<file path="src/rtl/cavlc_nc_pkg.sv">
package cavlc_nc_pkg;

  localparam logic [1:0] CMD_START  = 2'd0;
  localparam logic [1:0] CMD_QUERY  = 2'd1;
  localparam logic [1:0] CMD_RECORD = 2'd2;

  localparam logic [1:0] BT_LUMA_DC   = 2'd0;
  localparam logic [1:0] BT_LUMA      = 2'd1;
  localparam logic [1:0] BT_CHROMA_DC = 2'd2;
  localparam logic [1:0] BT_CHROMA_AC = 2'd3;

  localparam int IN_DATA_W  = 104;
  localparam int IN_USER_W  = 4;
  localparam int OUT_DATA_W = 16;

  typedef logic [4:0] count_t;

  typedef struct packed {
    logic [1:0]  command;
    logic [1:0]  block_type;
    logic [3:0]  block_index;
    logic        intra_mb;
    logic        left_available;
    logic        top_available;
    count_t      coeff_cnt;
    logic [19:0] left_luma_counts;
    logic [19:0] top_luma_counts;
    logic [39:0] chroma_neighbor_counts;
    logic [7:0]  neighbor_dc_flags;
  } item_t;

  typedef struct packed {
    count_t [15:0] luma;
    count_t [7:0]  chroma;
    count_t [3:0]  left_luma;
    count_t [3:0]  top_luma;
    count_t [7:0]  chroma_nb;
    logic [7:0]    nb_dc;
  } state_t;

  typedef struct packed {
    logic              coded_flag_left;
    logic              coded_flag_top;
    logic signed [5:0] predicted_count;
  } query_t;

  // neighbour sources: below 16 a block of this macroblock, 16 and up neighbour slot
  localparam logic [4:0] LUMA_LEFT_SRC [16] = '{
    5'd16, 5'd0, 5'd17, 5'd2, 5'd1, 5'd4, 5'd3, 5'd6,
    5'd18, 5'd8, 5'd19, 5'd10, 5'd9, 5'd12, 5'd11, 5'd14
  };
  localparam logic [4:0] LUMA_TOP_SRC [16] = '{
    5'd16, 5'd17, 5'd0, 5'd1, 5'd18, 5'd19, 5'd4, 5'd5,
    5'd2, 5'd3, 5'd8, 5'd9, 5'd6, 5'd7, 5'd12, 5'd13
  };
  // chroma: below 4 a block of this component, 4 and up neighbour slot
  localparam logic [2:0] CHROMA_LEFT_SRC [4] = '{3'd4, 3'd0, 3'd5, 3'd2};
  localparam logic [2:0] CHROMA_TOP_SRC  [4] = '{3'd6, 3'd7, 3'd0, 3'd1};

  function automatic count_t mean_nc(input logic la, input logic ta,
                                     input count_t na, input count_t nb);
    logic [5:0] s;
    s = {1'b0, na} + {1'b0, nb} + 6'd1;
    if (la && ta) return s[5:1];
    else if (la)  return na;
    else if (ta)  return nb;
    else          return '0;
  endfunction

endpackage

</file>
<file path="src/rtl/cavlc_nc_store.sv">
module cavlc_nc_store (
  input  logic                 clk,
  input  logic                 rst_n,
  input  logic                 upd_en,
  input  cavlc_nc_pkg::item_t  item,
  output cavlc_nc_pkg::state_t state,
  output logic [2:0]           dc_nxt
);

  cavlc_nc_pkg::count_t [15:0] luma_r, luma_nxt;
  cavlc_nc_pkg::count_t [7:0]  chroma_r, chroma_nxt;
  cavlc_nc_pkg::count_t [3:0]  left_r, left_nxt;
  cavlc_nc_pkg::count_t [3:0]  top_r, top_nxt;
  cavlc_nc_pkg::count_t [7:0]  chroma_nb_r, chroma_nb_nxt;
  logic [7:0]                  nb_dc_r, nb_dc_nxt;
  logic [2:0]                  dc_r;
  logic                        tc_nz;
  logic                        cr_sel;

  always_comb begin
    luma_nxt      = luma_r;
    chroma_nxt    = chroma_r;
    left_nxt      = left_r;
    top_nxt       = top_r;
    chroma_nb_nxt = chroma_nb_r;
    nb_dc_nxt     = nb_dc_r;
    dc_nxt        = dc_r;
    tc_nz         = |item.coeff_cnt;
    cr_sel        = item.block_index[3] | item.block_index[2];
    unique case (item.command)
      cavlc_nc_pkg::CMD_START: begin
        left_nxt      = item.left_luma_counts;
        top_nxt       = item.top_luma_counts;
        chroma_nb_nxt = item.chroma_neighbor_counts;
        nb_dc_nxt     = item.neighbor_dc_flags;
        luma_nxt      = '0;
        chroma_nxt    = '0;
        dc_nxt        = '0;
      end
      cavlc_nc_pkg::CMD_RECORD: begin
        unique case (item.block_type)
          cavlc_nc_pkg::BT_LUMA_DC: begin
            if (tc_nz) dc_nxt[0] = 1'b1;
          end
          cavlc_nc_pkg::BT_CHROMA_DC: begin
            if (tc_nz) begin
              if (|item.block_index) dc_nxt[2] = 1'b1;
              else                   dc_nxt[1] = 1'b1;
            end
          end
          cavlc_nc_pkg::BT_LUMA: begin
            luma_nxt[item.block_index] = item.coeff_cnt;
          end
          default: begin
            chroma_nxt[{cr_sel, item.block_index[1:0]}] = item.coeff_cnt;
          end
        endcase
      end
      default: ;
    endcase
  end

  always_ff @(posedge clk) begin
    if (!rst_n) begin
      luma_r      <= '0;
      chroma_r    <= '0;
      left_r      <= '0;
      top_r       <= '0;
      chroma_nb_r <= '0;
      nb_dc_r     <= '0;
      dc_r        <= '0;
    end else if (upd_en) begin
      luma_r      <= luma_nxt;
      chroma_r    <= chroma_nxt;
      left_r      <= left_nxt;
      top_r       <= top_nxt;
      chroma_nb_r <= chroma_nb_nxt;
      nb_dc_r     <= nb_dc_nxt;
      dc_r        <= dc_nxt;
    end
  end

  assign state.luma      = luma_r;
  assign state.chroma    = chroma_r;
  assign state.left_luma = left_r;
  assign state.top_luma  = top_r;
  assign state.chroma_nb = chroma_nb_r;
  assign state.nb_dc     = nb_dc_r;

endmodule

</file>
<file path="src/rtl/cavlc_nc_pred.sv">
module cavlc_nc_pred (
  input  cavlc_nc_pkg::item_t  item,
  input  cavlc_nc_pkg::state_t state,
  output cavlc_nc_pkg::query_t res
);

  cavlc_nc_pkg::count_t luma_l_cnt [16];
  cavlc_nc_pkg::count_t luma_t_cnt [16];
  logic                 luma_l_ext [16];
  logic                 luma_t_ext [16];
  cavlc_nc_pkg::count_t chr_l_cnt [8];
  cavlc_nc_pkg::count_t chr_t_cnt [8];
  logic                 chr_l_ext [4];
  logic                 chr_t_ext [4];

  logic [3:0]           blk;
  logic [2:0]           slot;
  logic                 cr_ac;
  logic                 cr_dc;
  logic                 la, ta;
  cavlc_nc_pkg::count_t na, nb;

  // neighbour candidates per block, wired from fixed places in the store
  always_comb begin
    for (int b = 0; b < 16; b++) begin
      luma_l_ext[b] = cavlc_nc_pkg::LUMA_LEFT_SRC[b][4];
      luma_t_ext[b] = cavlc_nc_pkg::LUMA_TOP_SRC[b][4];
      luma_l_cnt[b] = luma_l_ext[b] ?
                      state.left_luma[cavlc_nc_pkg::LUMA_LEFT_SRC[b][1:0]] :
                      state.luma[cavlc_nc_pkg::LUMA_LEFT_SRC[b][3:0]];
      luma_t_cnt[b] = luma_t_ext[b] ?
                      state.top_luma[cavlc_nc_pkg::LUMA_TOP_SRC[b][1:0]] :
                      state.luma[cavlc_nc_pkg::LUMA_TOP_SRC[b][3:0]];
    end
    for (int s = 0; s < 4; s++) begin
      chr_l_ext[s] = cavlc_nc_pkg::CHROMA_LEFT_SRC[s][2];
      chr_t_ext[s] = cavlc_nc_pkg::CHROMA_TOP_SRC[s][2];
    end
    for (int c = 0; c < 2; c++) begin
      for (int s = 0; s < 4; s++) begin
        chr_l_cnt[c*4+s] = chr_l_ext[s] ?
          state.chroma_nb[c*4 + cavlc_nc_pkg::CHROMA_LEFT_SRC[s][1:0]] :
          state.chroma[c*4 + cavlc_nc_pkg::CHROMA_LEFT_SRC[s][1:0]];
        chr_t_cnt[c*4+s] = chr_t_ext[s] ?
          state.chroma_nb[c*4 + cavlc_nc_pkg::CHROMA_TOP_SRC[s][1:0]] :
          state.chroma[c*4 + cavlc_nc_pkg::CHROMA_TOP_SRC[s][1:0]];
      end
    end
  end

  always_comb begin
    cr_ac = item.block_index[3] | item.block_index[2];
    cr_dc = |item.block_index;
    slot  = {cr_ac, item.block_index[1:0]};
    blk   = (item.block_type == cavlc_nc_pkg::BT_LUMA_DC) ? 4'd0 : item.block_index;
    la    = 1'b0;
    ta    = 1'b0;
    na    = '0;
    nb    = '0;
    res   = '0;
    unique case (item.block_type)
      cavlc_nc_pkg::BT_CHROMA_DC: begin
        res.coded_flag_left = item.left_available ?
                              (cr_dc ? state.nb_dc[2] : state.nb_dc[1]) : item.intra_mb;
        res.coded_flag_top  = item.top_available ?
                              (cr_dc ? state.nb_dc[6] : state.nb_dc[5]) : item.intra_mb;
        res.predicted_count = -6'sd1;
      end
      cavlc_nc_pkg::BT_CHROMA_AC: begin
        la = chr_l_ext[item.block_index[1:0]] ? item.left_available : 1'b1;
        ta = chr_t_ext[item.block_index[1:0]] ? item.top_available : 1'b1;
        na = chr_l_cnt[slot];
        nb = chr_t_cnt[slot];
        res.coded_flag_left = la ? (|na) : item.intra_mb;
        res.coded_flag_top  = ta ? (|nb) : item.intra_mb;
        res.predicted_count = {1'b0, cavlc_nc_pkg::mean_nc(la, ta, na, nb)};
      end
      default: begin
        la = luma_l_ext[blk] ? item.left_available : 1'b1;
        ta = luma_t_ext[blk] ? item.top_available : 1'b1;
        na = luma_l_cnt[blk];
        nb = luma_t_cnt[blk];
        if (item.block_type == cavlc_nc_pkg::BT_LUMA_DC) begin
          res.coded_flag_left = item.left_available ? state.nb_dc[0] : item.intra_mb;
          res.coded_flag_top  = item.top_available ? state.nb_dc[4] : item.intra_mb;
        end else begin
          res.coded_flag_left = la ? (|na) : item.intra_mb;
          res.coded_flag_top  = ta ? (|nb) : item.intra_mb;
        end
        res.predicted_count = {1'b0, cavlc_nc_pkg::mean_nc(la, ta, na, nb)};
      end
    endcase
    if (item.command != cavlc_nc_pkg::CMD_QUERY) res = '0;
  end

endmodule

</file>
<file path="src/rtl/cavlc_neighbor_count_predictor_unit.sv">
// cavlc neighbour count predictor
// keeps the nonzero coefficient counts of one macroblock and predicts nC
// for the cavlc coeff_token table choice of each 4x4 block
// input channel in_*: one item per command; in_tuser selects the command
// (start macroblock, query, record) and the block type, in_tdata carries
// the block index, availability, counts and neighbour dc flags
// result channel out_*: exactly one item per input item, in order, with
// the coded flags, nC (-1 for chroma dc) and the current dc flags
// out_tvalid rises once the accepted item has passed the input register
// and then the result register; throughput one item per cycle while the
// receiver keeps out_tready high, since all work for an item is one
// combinational pass between those two registers
// reset clears all counts, neighbour stores and dc flags and empties
// both registers
// when the receiver stalls the result register holds; the input register
// takes one more item only if it is empty, then in_tready drops until the result moves
module cavlc_neighbor_count_predictor_unit (
  input  logic                                  clk,
  input  logic                                  rst_n,
  input  logic                                  in_tvalid,
  output logic                                  in_tready,
  // block_index, intra_mb, left_available, top_available, coeff_cnt,
  // left_luma_counts, top_luma_counts, chroma_neighbor_counts, neighbor_dc_flags
  input  logic [cavlc_nc_pkg::IN_DATA_W-1:0]    in_tdata,
  // command, block_type
  input  logic [cavlc_nc_pkg::IN_USER_W-1:0]    in_tuser,
  output logic                                  out_tvalid,
  input  logic                                  out_tready,
  // coded_flag_left, coded_flag_top, predicted_count, current_dc_flags
  output logic [cavlc_nc_pkg::OUT_DATA_W-1:0]   out_tdata
);

  cavlc_nc_pkg::item_t  item_in;
  cavlc_nc_pkg::item_t  item_r;
  cavlc_nc_pkg::state_t state;
  cavlc_nc_pkg::query_t res;
  logic [2:0]           dc_nxt;
  logic                 in_valid_r;
  logic                 out_valid_r;
  logic [cavlc_nc_pkg::OUT_DATA_W-1:0] out_data_r, out_data_nxt;
  logic                 advance;
  logic                 upd_en;

  always_comb begin
    item_in.command                = in_tuser[1:0];
    item_in.block_type             = in_tuser[3:2];
    item_in.block_index            = in_tdata[3:0];
    item_in.intra_mb               = in_tdata[4];
    item_in.left_available         = in_tdata[5];
    item_in.top_available          = in_tdata[6];
    item_in.coeff_cnt              = in_tdata[11:7];
    item_in.left_luma_counts       = in_tdata[31:12];
    item_in.top_luma_counts        = in_tdata[51:32];
    item_in.chroma_neighbor_counts = in_tdata[91:52];
    item_in.neighbor_dc_flags      = in_tdata[99:92];
  end

  assign advance   = !out_valid_r || out_tready;
  assign in_tready = !in_valid_r || advance;
  assign upd_en    = advance && in_valid_r;

  cavlc_nc_store u_store (
    .clk    (clk),
    .rst_n  (rst_n),
    .upd_en (upd_en),
    .item   (item_r),
    .state  (state),
    .dc_nxt (dc_nxt)
  );

  cavlc_nc_pred u_pred (
    .item  (item_r),
    .state (state),
    .res   (res)
  );

  assign out_data_nxt = {5'b0, dc_nxt, res.predicted_count,
                         res.coded_flag_top, res.coded_flag_left};

  always_ff @(posedge clk) begin
    if (!rst_n) begin
      in_valid_r  <= 1'b0;
      out_valid_r <= 1'b0;
    end else begin
      if (in_tready) in_valid_r <= in_tvalid;
      if (advance)   out_valid_r <= in_valid_r;
    end
  end

  always_ff @(posedge clk) begin
    if (in_tready && in_tvalid) item_r <= item_in;
    if (upd_en) out_data_r <= out_data_nxt;
  end

  assign out_tvalid = out_valid_r;
  assign out_tdata  = out_data_r;

endmodule

</file>
<file path="config.mk">
export PLATFORM = sky130hd
export DESIGN_NAME = cavlc_neighbor_count_predictor_unit
export DESIGN_NICKNAME = d
export VERILOG_FILES = /design/src/rtl/cavlc_nc_pkg.sv /design/src/rtl/cavlc_nc_store.sv /design/src/rtl/cavlc_nc_pred.sv /design/src/rtl/cavlc_neighbor_count_predictor_unit.sv
export SDC_FILE = /design/constraint.sdc
export NUM_CORES = 1
export LEC_CHECK = 0
export BUFFER_PORTS_ARGS = -buffer_cell sky130_fd_sc_hd__buf_4
export CAP_MARGIN = 20
export CORE_ASPECT_RATIO = 1.5
export CORE_MARGIN = 8
export CORE_UTILIZATION = 55
export DETAILED_ROUTE_END_ITERATION = 10
export PLACE_DENSITY = 0.75
export SYNTH_ARGS = -nofsm -noshare
export SYNTH_HDL_FRONTEND = slang
export SYNTH_SLANG_ARGS = --single-unit
</file>
<file path="constraint.sdc">
create_clock -name clk -period 5.65 [get_ports clk]
set_input_delay 1.695 -clock clk [delete_from_list [all_inputs] [get_ports clk]]
set_output_delay 1.695 -clock clk [all_outputs]
set_load 0.01 [all_outputs]
</file>
==> results.tsv <==
stage	metric	value	unit
sta	fin_crit_sh	78.3	%
logic_synthesis	ys.warnings.count	0	
logic_synthesis	synth_compound_area_share	17.4	%
critical_path	crit_slowest_cell	o31ai_1	
logic_synthesis	syn_area	14100	µm²
power	pwr-share-comb	8.5	%
cells_and_area	seq_area	7320	µm²
sta	rsz0062_at_grt	false	
clock_network	postCtsSetupRepairBufs	0	
hold_path	min-delay-start	u_store.nb_dc_r[5]	
cells_and_area	area_delta_synth_final	14.1	%
cells_and_area	nFillCells	2065	
detailed_routing	wl	38.7	mm
detailed_routing	num_vias	10800	
logic_synthesis	synthTopCellsByArea	dfxtp_1 (28%), edfxtp_1 (24%), nand2_1 (6.6%), a21boi_0 (4.6%), mux4_2 (4.6%)	
grt	grt_pass1_wl	60.1	mm
detailed_routing	drc	0	
cells_and_area	nNetsFinal	1572	
critical_path	critical-path-max-stage-delay	940	ps
clock_network	cts_tree	built	
sta	worst_pin_slew	1100	ps
power	p_int	0.00374	W
sta	finalSetupViolCount	0	
critical_path	path_delay_family	compound AO/OA/AOI/OAI gates	
sta	period_needed	4420	ps
critical_path	start_kind	register	
clock_network	cts-root-buf	clkbuf_16	
floorplan	start_util	55.3	%
critical_path	critical_path_class	reg2reg	
detailed_routing	drtIter0Drc	915	
clock_network	cts_resized	0	
detailed_routing	viasPerCell	6.00	
detailed_routing	postRouteAntennaNets	0	
cells_and_area	drive_gt1_share	16.8	%
critical_path	critPathMaxFanout	15	
sta	max_freq	226	MHz
logic_synthesis	synth-xor-area-share	0.373	%
power	ir_worst_vdd	0.000288	V
critical_path	cp-end-kind	register	
critical_path	r2r_cells	10	
sta	hold_violations	0	
logic_synthesis	syn_avg_cell_area	10.2	µm²
power	switchingPower	0.00118	W
logic_synthesis	ys_seq_area_share	51.9	%
outcome	status	complete, no violations	
critical_path	crit_chain	o21a_1, mux4_2, nor2_1, o31ai_1, ha_1, or3_1, o21ai_0, a31o_2, o21bai_1, a211o_1	
floorplan	io_pins	130	
critical_path	worstPathBufferInverterCount	0	
power	power_frac_seq	49.2	%
clock_network	cts_sinks	309	
place	port_buffers	118	
logic_synthesis	yosys.area_share.simple	16.6	%
grt	grt.overflow.total	0	
power	p_per_area	306	nW/µm²
place	gp_congestion	0.925	
floorplan	core_region_area	25500	µm²
grt	grt_max_degree	115	
clock_network	cts.clk_slew.worst_paths	60	ps
clock_network	cts_max_level	1	
hold_path	holdPathEnd	u_store.nb_dc_r[5]	
logic_synthesis	yosysTopAreaCell	dfxtp_1	
clock_network	cts_buffers	30	
detailed_routing	wl_per_cell	21.4	µm
floorplan	dieArea	31100	µm²
critical_path	r2r_slack	1230	ps
sta	relSlewSlack	25.8	%
floorplan	die_width	147	µm
logic_synthesis	ys_seq_elements	309	
logic_synthesis	synth_top_family_by_area	compound AO/OA/AOI/OAI gates	
clock_network	clkLatencyLatePin	580	ps
power	p_leak	5.69	nW
logic_synthesis	synthAdderAreaFrac	0.994	%
sta	setup_slack	1230	ps
place	post-place-ws	1340	ps
sta	fin_setup_tns	0	ps
hold_path	hold_path.class	reg2reg	
cells_and_area	n_antenna_cell	0	
logic_synthesis	syn_inst	1383	
critical_path	worstPathRequired	5970	ps
clock_network	cts.path.max_buffers	3	
logic_synthesis	synthArstFlopShare	0	%
logic_synthesis	ys_types	75	
place	dpl.hpwl	27.0	mm
clock_network	ctsHoldBuffers	0	
grt	antenna_found_initial	0	
grt	grt_pass1_vias	10700	
power	finalPower	0.00492	W
sta	finClkSkew	11.5	ps
floorplan	row_count	72	
power	p_clk_share	42.2	%
detailed_routing	first_pass_iters	5	
logic_synthesis	muxShareOfSynthArea	8.34	%
floorplan	die_y	212	µm
hold_path	min_delay_path_depth	2	
cells_and_area	multi_input_area	6190	µm²
critical_path	rr_startpoint	item_r[98]	
power	sw_frac_of_total	23.9	%
critical_path	reg2reg_to	out_tdata[6]	
sta	drv_slew	0	
logic_synthesis	synth-edff-count	113	
logic_synthesis	ys.flop_type	dfxtp_1	
grt	grt_use_total	24.5	%
critical_path	crit_arrival	4750	ps
logic_synthesis	synth_top_area_share	27.8	%
job	cap_violations	0	
==> power groups by stage <==
stage | clock network [W] | logic (W) | registers [W]
3_3_place_gp | 0 | 0.000411 | 0.00247
4_1_cts | 0.00211 | 0.000417 | 0.00242
5_1_grt | 0.00220 | 0.000451 | 0.00243
6_report | 0.00208 | 0.000420 | 0.00242
2_1_floorplan | 0 | 0.000281 | 0.00245
3_5_place_dp | 0 | 0.000415 | 0.00247
==> area by class of cell <==
cell class,count,area share (%)
multi-input cells,956,38.5
clock buffers,38,5.18
inverters,17,0.397
flip-flops and latches,309,45.5
clock inverters,18,1.24
repair buffers,136,6.58
well taps,333,2.59
==> cell usage in the layout (no fill, tap or decap), drive strengths merged, types with 9 or more instances in the layout <==
| master | instances |
|---|---|
| a22oi | 30 |
| a31oi | 62 |
| mux2 | 15 |
| nor2 | 99 |
| nor2b | 96 |
| o21ai | 38 |
| nand3 | 12 |
| nor3 | 16 |
| a21oi | 34 |
| mux4 | 30 |
| a32oi | 13 |
| o211ai | 9 |
| and2 | 19 |
| nand2 | 248 |
| mux2i | 31 |
| clkbuf | 38 |
| buf | 136 |
| inv | 22 |
| dfxtp | 196 |
| edfxtp | 113 |
| a21boi | 87 |
==> synth_stat cells (5+ instances only) <==
cell type  instances
mux2_2            13
o211ai_1           9
nor3_1            15
o221ai_1           8
a31oi_1           62
a21oi_1           34
a221o_1            5
nor2_1            98
a211oi_1           6
and2_1            19
o21ai_0           33
a21o_1             7
nor2b_1           96
nand3_1           12
edfxtp_1         113
a22oi_1           30
a21boi_0          87
ha_1               8
mux4_2            29
inv_1             16
dfxtp_1          196
buf_4             14
a32oi_1           12
mux2i_1           30
nand2_1          248
buf_6              9
clkbuf_1          61
o31ai_1            5
xnor2_1            5
buf_2             17
==> metal layers <==
metal  global-route usage (%)  part of all wire (%)
met1                     29.6                    40
met2                     41.9                    49
met3                     3.98                   6.2
met4                     11.7                   4.4
met5                        0                     0
==> how the worst max path moves through the flow <==
stage	from	to	slack (ps)	depth (start not counted)
after floorplan	out_tready	item_r[0]	930	3
after global placement	item_r[98]	out_tdata[6]	1350	10
after detailed placement	item_r[98]	out_tdata[6]	1340	10
after CTS	item_r[98]	out_tdata[6]	1320	10
after global routing	item_r[98]	out_tdata[6]	1160	10
final	item_r[98]	out_tdata[6]	1230	10
==> kinds of logic after synthesis <==
logic type / after synthesis
compound gates: 343
mux: 76
fa+ha+maj: 10
simple gates: 516
buf+inv: 122
other cells: 1
xor+xnor: 6
flops: 309
==> flip-flops by register name, summed over array words and instances (netlist names) <==
register / count
u_store.state: 185
item_r: 102
out_tdata: 11
u_store.nb_dc_r: 6
u_store.dc_r: 3
in_valid_r: 1
out_tvalid: 1
==> tightest hold or removal path: cells and delay by family (launching register included) <==
kind / cells / cell delay [ps]
AND/OR/NAND/NOR: 1 / 50
AO/OA/AOI/OAI: 1 / 60
flip-flops: 1 / 310
==> per-stage QoR <==
step / cell area, µm² / cells / hold WS, ps / util (%)
final: 16100 / 1807 / 468 / 63.1
after detailed placement: 15000 / 1751 / 454 / 59.0
after CTS: 16100 / 1807 / 470 / 63.1
after global routing: 16100 / 1807 / 483 / 63.1
after global placement: 15000 / 1751 / 452 / 59.0
after floorplan: 14100 / 1387 / 437 / -
(Power assumes the default switching activity.)
